==> config.mk <==
export PLATFORM = sky130hd
export DESIGN_NAME = ffea_cell
export DESIGN_NICKNAME = d
export VERILOG_FILES = /design/src/hdl/ffea_pkg.sv /design/src/hdl/ffea_cell.sv
export SDC_FILE = /design/constraint.sdc
export NUM_CORES = 1
export LEC_CHECK = 0
export BUFFER_PORTS_ARGS = -buffer_cell sky130_fd_sc_hd__buf_2
export CAP_MARGIN = 20
export CORE_UTILIZATION = 37
export DETAILED_ROUTE_END_ITERATION = 8
export GPL_TIMING_DRIVEN = 0
export HOLD_SLACK_MARGIN = 0.05
export PLACE_DENSITY = 0.82
export SETUP_SLACK_MARGIN = 0.1
export SYNTH_ARGS = -nofsm -noshare
export SYNTH_HDL_FRONTEND = slang
export SYNTH_SLANG_ARGS = --single-unit
export TNS_END_PERCENT = 10
==> constraint.sdc <==
create_clock -name clk -period 3.5 [get_ports clk]
set_input_delay 0.525 -clock clk [delete_from_list [all_inputs] [get_ports clk]]
set_output_delay 0.525 -clock clk [all_outputs]
set_load 0.05 [all_outputs]
==> src/hdl/ffea_pkg.sv <==
// Shared types and constants of the first-fit extent allocator.
package ffea_pkg;

	localparam int MAX_EXTENTS_DEF = 256;
	localparam int SECTOR_BITS_DEF = 32;

	typedef enum logic [1:0] {
		OP_WRITE  = 2'd0,
		OP_DELETE = 2'd1,
		OP_READ   = 2'd2,
		OP_NOP    = 2'd3
	} op_t;

	localparam logic [1:0] ST_DONE  = 2'd0;
	localparam logic [1:0] ST_FULL  = 2'd1;
	localparam logic [1:0] ST_SPACE = 2'd2;

	typedef enum logic [2:0] {
		S_IDLE,
		S_PLAN,
		S_CHECK,
		S_BUILD,
		S_DEL,
		S_READ,
		S_FIN
	} state_t;

	typedef struct packed {
		logic [1:0]  operation;
		logic [31:0] file_id;
		logic [31:0] sector_count;
		logic [31:0] sector;
	} req_t;

	typedef struct packed {
		logic [1:0]  status;
		logic        found;
		logic [31:0] owner;
	} rsp_t;

endpackage

==> src/hdl/ffea_cell.sv <==
// One cell of the elastic extent chain: holds one extent and passes it on when the next is empty.
module ffea_cell import ffea_pkg::*; #(
	parameter int EW = 96
) (
	input  logic          clk,
	input  logic          arst_n,
	input  logic          prv_give,
	input  logic [EW-1:0] prv_data,
	input  logic          nxt_take,
	output logic          valid_q,
	output logic [EW-1:0] data_q,
	output logic          give
);

	assign give = valid_q & nxt_take;

	always_ff @(posedge clk or negedge arst_n) begin
		if (!arst_n) begin
			valid_q <= 1'b0;
		end else if (valid_q) begin
			valid_q <= !nxt_take;
		end else begin
			valid_q <= prv_give;
		end
	end

	// A cell only takes a new extent while it is empty.
	always_ff @(posedge clk) begin
		if (!valid_q && prv_give) begin
			data_q <= prv_data;
		end
	end

endmodule

### Word-level counts from Yosys, hierarchy flattened

Cells that the tools add are included.

| storage, ports and cells | value |
|---|---|
| logic and storage cells | 7 |
| bits of input ports | 100 |
| bits in registers | 97 |
| output and inout port bits | 98 |

| operators by class | value |
|---|---|
| multiplexer cells | 1 |
| bitwise gates (word level) | 1 |
| reductions and logical operators | 3 |

Operators with widths:

| kind | count |
|---|---|
| logical NOT 1 bit | 2 |
| AND 1 bit | 1 |
| logical AND 1 bit | 1 |
| two-way mux 1 bit | 1 |

### Logic depth before layout (Yosys ltp)

Gate-level depths: netlist of run 1.

| logic depth | value |
|---|---|
| depth in word-level cells | 2 |
| mapped depth | 2 |
| mapped depth without buffers | 2 |

### Worst setup path after synthesis of run 1

Ideal clock, no wire load.

| timing path | value |
|---|---|
| path kind | reg-to-reg |
| start | reg valid_q |
| end | reg data_q[0] (enable) |
| required time | 3.025 ns |
| arrival time | 3.135 ns |
| slack | -0.110 ns |
| cell stages (with the launch flop) | 2 |
| setup time | 0.475 ns |
| period minus slack after synthesis | 3.610 ns |
| buffers on the path | 0 |
| cell sequence | dfrtp_1 > nor2b_2 |

| on the way | value |
|---|---|
| cells in the longest elaborated chain, start to end | 2 |

Ends and longest elaborated chain:

| element | line | RTL |
|---|---|---|
| start, declared | ffea_cell.sv:10 | `output logic valid_q,` |
| start signal, assigned | ffea_cell.sv:21 | `valid_q <= !nxt_take;` |
| start signal, assigned | ffea_cell.sv:23 | `valid_q <= prv_give;` |
| logical NOT 1 bit | ffea_cell.sv:29 | `if (!valid_q && prv_give) begin` |
| logical AND 1 bit | ffea_cell.sv:29 |  |
| end signal, assigned | ffea_cell.sv:30 | `data_q <= prv_data;` |
| end, declared | ffea_cell.sv:11 | `output logic [EW-1:0] data_q,` |

No other way between the ends.
A chain may end at the register's enable or synchronous reset.

### Worst setup path in the final report of run 1

| timing path | value |
|---|---|
| start | reg valid_q |
| end | out give |

| on the way | value |
|---|---|
| cells in the longest elaborated chain, start to end | 1 |

Ends and longest elaborated chain:

| element | line | RTL |
|---|---|---|
| AND 1 bit | ffea_cell.sv:15 | `assign give = valid_q & nxt_take;` |
| end, declared | ffea_cell.sv:12 | `output logic give` |

No other way between the ends.

==> reports/summary.txt, run 1 <==
status: finished clean
sequential-to-total area share from yosys stat: 0.991
Hold Buf Count CTS: 1
Tcrit/Tclk final: 0.494
Via density: 4.23
PortBufs: 197
via count: 1774
Core ar.: 7690 um^2
syn_area_per_cell: 29.1 um^2
internal power: 1.73 mW
syn nets: 201
Total Routed Length: 6.16 mm
setup_tns: 0 ps
CP Capture Type: output port
final cell count without fillers: 419
sw frac: 0.300
mux cell area share after synthesis: 0
Site Rows: 32
Max Clk Rate: 579 MHz
Synth Area in Compound Gates: 0.00256
Die Width: 91.1 um
hold path start: prv_data[71]
Leak Pwr: 1.81 nW
Worst Hold Depth: 1
initial antenna violation count: 0
layout cells sized above 1: 0.672
CTS buffer count: 9
# IOs: 198
Setup crit start kind: flop
Iteration-0 DRC Markers: 56
largest family of logic cells by synthesized area: simple AND/OR/NAND/NOR gates
CTS tree: built
HP Class: in2reg
synth warn: 0
WP data required: 2970 ps
CP Class: reg2out
global placement routability congestion: 0.694
Worst-path clk slew: 90 ps
Flop pwr share: 0.565
endpoints failing setup: 0
met2 Track Usage GR: 0.252
GRT Util Overall: 0.150
Synth Area in XOR/XNOR: 0
DP Worst Slack: 1730 ps
arrival time at the worst endpoint: 1200 ps
routing usage on met1: 0.156
die height: 91.1 um
worst reg2reg startpoint: valid_q
Area Growth Syn to Fin: 45.4%
finished layout cell area: 4270 um^2
top cells by area, synth: edfxtp_1 98%, dfrtp_1 0.85%, nor2b_2 0.30%
VDD IR-drop max: 0.268 mV
grt total ovfl: 0
r2r worst-path depth: 2
final hold violations: 0
maximum clock insertion buffer count: 2
clock network power share: 0.248
P_sw: 742 uW
Starting Density: 0.382
flop2flop setup slack: 1940 ps
Post-Synthesis Cells: 101
part of the power in combinational logic: 0.187
TritonRoute pass-1 iters: 4
RSZ-0062 raised after global routing: no
Wirelength per Cell: 14.7 um
Layout Skew: 4.95 ps
min Tclk post-route: 1730 ps
vias in the first global route: 1826
Area after DPL: 4090 um^2
Slew Viols, Final: 0
Post-CTS Resized: 0
critical path peak fanout: 4
flops & latches, synth: 97
worst-margin pin slew: 583 ps
H-tree Lvls: 3
library cells used by synthesis: 6
final worst slack: 1770 ps
relative slew slack: 0.611
cell taking the most area after synthesis: edfxtp_1
placed instance count: 402
area share of fa/ha/maj cells after synthesis: 0
Layout fillers: 647
Max-cap violations: 0
clk_lat worst skew: 350 ps
final-stage net count: 412
first-pass GRT wire length: 8.93 mm
Ant. Diodes: 0
Synth Cell Area: 2930 um^2
Antenna Nets Post-Route: 0
CTS root buf: clkbuf_8
Die ar.: 8290 um^2
top cell type's share of synthesized area: 0.983
clk sink count: 97
PD cells: 580 nW/um^2
Residual DRC: 0
Post CTS Setup Buffer Count: 0
busiest layer in global routing: met2
Crit Reg-Reg Endpoint: data_q[19]
pin count of the biggest net entering global routing: 41
Simple-Gate Fraction of Synth Area: 0.00512
WHS Endpoint: data_q[71]
grt met3 use: 0.0620
cell families after synthesis:
kind of cell	count (synthesis)
compound gates	1
buf+inv	1
simple gates	2
flops	97
synth_stat cells:
cell,n
and2_1,1
a21o_1,1
nor2b_2,1
inv_1,1
dfrtp_1,1
edfxtp_1,96
final cells by class:
cell class | instances | area [um^2] | area share
Timing Repair Buffer | 200 | 1040 | 0.243
Multi-Input combinational cell | 3 | 27.5 | 0.00645
Inverter | 1 | 3.75 | 0.000880
Sequential cell | 97 | 2910 | 0.682
Tap cell | 102 | 128 | 0.0299
Clock buffer | 10 | 128 | 0.0299
Clock inverter | 6 | 35.0 | 0.00821
routing by layer:
metal	wire length (um)	share of wire
met5	0	0
met4	173	0.028
met3	680	0.11
met2	2990	0.49
met1	2320	0.38
worst max-delay path: stages, from the launching register on:
cell and delay, ps:
dfrtp_1 430, and2_1 150, buf_2 270
power by group through the flow:
| stage | Sequential (mW) | Clock [mW] | Combinational [mW] |
|---|---|---|---|
| global route | 1.41 | 0.672 | 0.481 |
| detailed placement | 1.43 | 0 | 0.466 |
| finish | 1.40 | 0.613 | 0.463 |
| CTS | 1.40 | 0.638 | 0.468 |
| global placement | 1.43 | 0 | 0.450 |
| floorplan | 1.71 | 0 | 0.0386 |
worst max path at each step:
stage / from / endpoint / slack, ps / cells after the start
after floorplan: valid_q / data_q[0] / 970 / 1
after global placement: prv_give / data_q[27] / 600 / 2
after detailed placement: prv_give / data_q[19] / 1730 / 3
after CTS: valid_q / give / 1730 / 2
after global routing: valid_q / give / 1700 / 2
final: valid_q / give / 1770 / 2
metrics by stage:
stage               utilization  hold WS (ps)  total power, mW
finish                    0.555           343             2.47
global route              0.555           318             2.56
CTS                       0.555           322             2.51
global placement          0.527           307             1.88
detailed placement        0.532           309             1.89
floorplan                     -           229             1.75
sequential cells by signal (all words and copies together), names as in the netlist:
| signal | cells |
|---|---|
| data_q | 96 |
| valid_q | 1 |
placed cells by master, fill, tap and decap left out:
cell	instances
buf_2	197
edfxtp_1	96
clkbuf_8	9
clkinvlp_4	3
clkinv_1	2
buf_12	2
inv_1	1
nor2b_4	1
a21o_1	1
and2_1	1
clkinv_2	1
clkbuf_1	1
dlygate4sd3_1	1
dfrtp_1	1
No activity file was read; power rests on OpenSTA's default activity.
==> inputs of run 2 (changes only) <==
--- a/config.mk
+++ b/config.mk
@@ -7,11 +7,11 @@
 export LEC_CHECK = 0
 export BUFFER_PORTS_ARGS = -buffer_cell sky130_fd_sc_hd__buf_2
 export CAP_MARGIN = 20
-export CORE_UTILIZATION = 37
+export CORE_UTILIZATION = 41
 export DETAILED_ROUTE_END_ITERATION = 8
 export GPL_TIMING_DRIVEN = 0
 export HOLD_SLACK_MARGIN = 0.05
-export PLACE_DENSITY = 0.82
+export PLACE_DENSITY = 0.86
 export SETUP_SLACK_MARGIN = 0.1
 export SYNTH_ARGS = -nofsm -noshare
 export SYNTH_HDL_FRONTEND = slang
==> constraint.sdc (replaced) <==
create_clock -name clk -period 1.7 [get_ports clk]
set_input_delay 0.255 -clock clk [delete_from_list [all_inputs] [get_ports clk]]
set_output_delay 0.255 -clock clk [all_outputs]
set_load 0.05 [all_outputs]
==> reports/summary.txt, run 2 (synthesized netlist as in run 1, its figures left out) <==
arrival time at the worst endpoint: 1180 ps
Crit Reg-Reg Endpoint: data_q[42]
final-stage net count: 414
clock network power share: 0.264
Worst-path clk slew: 90 ps
Iteration-0 DRC Markers: 66
critical path peak fanout: 5
placed instance count: 396
part of the power in combinational logic: 0.184
max FFs per register: 96
CP Capture Type: output port
clk_lat worst skew: 340 ps
CTS tree: built
status: finished clean
slowest library cell on the worst path: dfrtp_2
HP Class: in2reg
most flop-heavy register: data_q
Antenna Nets Post-Route: 0
endpoints failing setup: 0
Max Clk Rate: 695 MHz
relative slew slack: 0.622
Wirelength per Cell: 14.6 um
DP Worst Slack: -381 ps
min Tclk post-route: 1440 ps
Leak Pwr: 1.84 nW
WHS: 82.6 ps
Area after DPL: 4090 um^2
PortBufs: 197
Area Growth Syn to Fin: 46.7%
CP Class: reg2out
P_sw: 1.50 mW
Total Routed Length: 6.06 mm
vias in the first global route: 1800
Worst Hold Depth: 1
layout cells sized above 1: 0.677
CTS buffer count: 9
die height: 86.6 um
Slew Viols, Final: 0
Starting Density: 0.427
final worst slack: 260 ps
Tcrit/Tclk final: 0.847
# IOs: 198
Die ar.: 7500 um^2
Layout fillers: 546
Setup crit start kind: flop
Regs by FF count: data_q x96, valid_q x1
most frequent cells in the layout: 197 x buf_2, 96 x edfxtp_1, 9 x clkbuf_8
Site Rows: 30
maximum clock insertion buffer count: 2
finished layout cell area: 4300 um^2
Detail Placement HPWL: 4.63 mm
Die Width: 86.6 um
CP Capture Point: give
r2r worst-path depth: 3
via count: 1794
VDD IR-drop max: 0.592 mV
final cell count without fillers: 415
Max-cap violations: 0
worst-path cell chain: and2_1 -> buf_2
Residual DRC: 0
sw frac: 0.288
Via density: 4.32
CTS root buf: clkbuf_8
global placement routability congestion: 0.689
TritonRoute pass-1 iters: 4
pin count of the biggest net entering global routing: 34
worst reg2reg startpoint: valid_q
first-pass GRT wire length: 8.52 mm
worst setup path start: valid_q
H-tree Lvls: 3
Ant. Diodes: 0
PD cells: 1220 nW/um^2
Layout Skew: 6.71 ps
WP data required: 1440 ps
initial antenna violation count: 0
Core ar.: 6870 um^2
Flop pwr share: 0.551
crit-path max cell delay: 450 ps
worst-margin pin slew: 565 ps
GRT Util Overall: 0.159
grt total ovfl: 0
internal power: 3.73 mW
flop2flop setup slack: 310 ps
commonest non-fill, non-tap cell in the layout: buf_2
final hold violations: 0
RSZ-0062 raised after global routing: no
clk sink count: 97
## run 2: changes by cell type in the layout (fill, tap and decap cells not counted), sizes merged
cell	change
clkinv	+1
clkinvlp	-2
bufinv	+1
nor2b	+1
buf	+1
## run 2: through the flow
step | util | power, mW | TNS [ps]
floorplan | - | 3.60 | -70570
global placement | 0.589 | 3.86 | -93730
detailed placement | 0.595 | 3.90 | -15900
CTS | 0.626 | 5.29 | 0
global route | 0.627 | 5.42 | 0
finish | 0.627 | 5.23 | 0
## run 2: worst max-delay path, delay by kind of cell, from the launching register on
| family | cells | cell delay, ps |
|---|---|---|
| buf+inv | 1 | 250 |
| flops | 1 | 450 |
| simple gates | 1 | 140 |
## run 2: area by class of cell
| class | count | area, um^2 | share of cell area |
|---|---|---|---|
| well taps | 96 | 120 | 0.0279 |
| inverters | 1 | 3.75 | 0.000872 |
| clock inverters | 6 | 58.8 | 0.0137 |
| clock buffers | 10 | 128 | 0.0297 |
| flip-flops and latches | 97 | 2910 | 0.676 |
| repair buffers | 201 | 1040 | 0.242 |
| multi-input cells | 4 | 41.3 | 0.00959 |
## run 2: power groups by stage
stage               logic [mW]  clock network (mW)  registers (mW)
global placement         0.919                   0            2.94
global route              1.00                1.52            2.90
CTS                      0.970                1.43            2.89
finish                   0.962                1.38            2.88
detailed placement       0.960                   0            2.94
floorplan               0.0797                   0            3.52
## run 2: metal layers
| layer | track usage | routed length (um) |
|---|---|---|
| met1 | 0.162 | 2180 |
| met5 | 0 | 0 |
| met3 | 0.0533 | 499 |
| met4 | 0.0773 | 89 |
| met2 | 0.291 | 3290 |
## run 2: repair_timing
action                                  in CTS  in global routing
buffers inserted                             1                  0
endpoints found under the setup margin      97                 18
gates cloned                                 1                  0
gates resized for setup                      0                  1
hold endpoints to repair                     1                  0
hold buffers                                 1                  0
## run 2: worst min-delay path by stage
stage	slack, ps	start	end
after detailed placement	30	arst_n	valid_q
final	80	prv_data[5]	data_q[5]
after global placement	30	arst_n	valid_q
after CTS	60	prv_data[10]	data_q[10]
after global routing	50	prv_data[64]	data_q[64]
after floorplan	-40	arst_n	valid_q
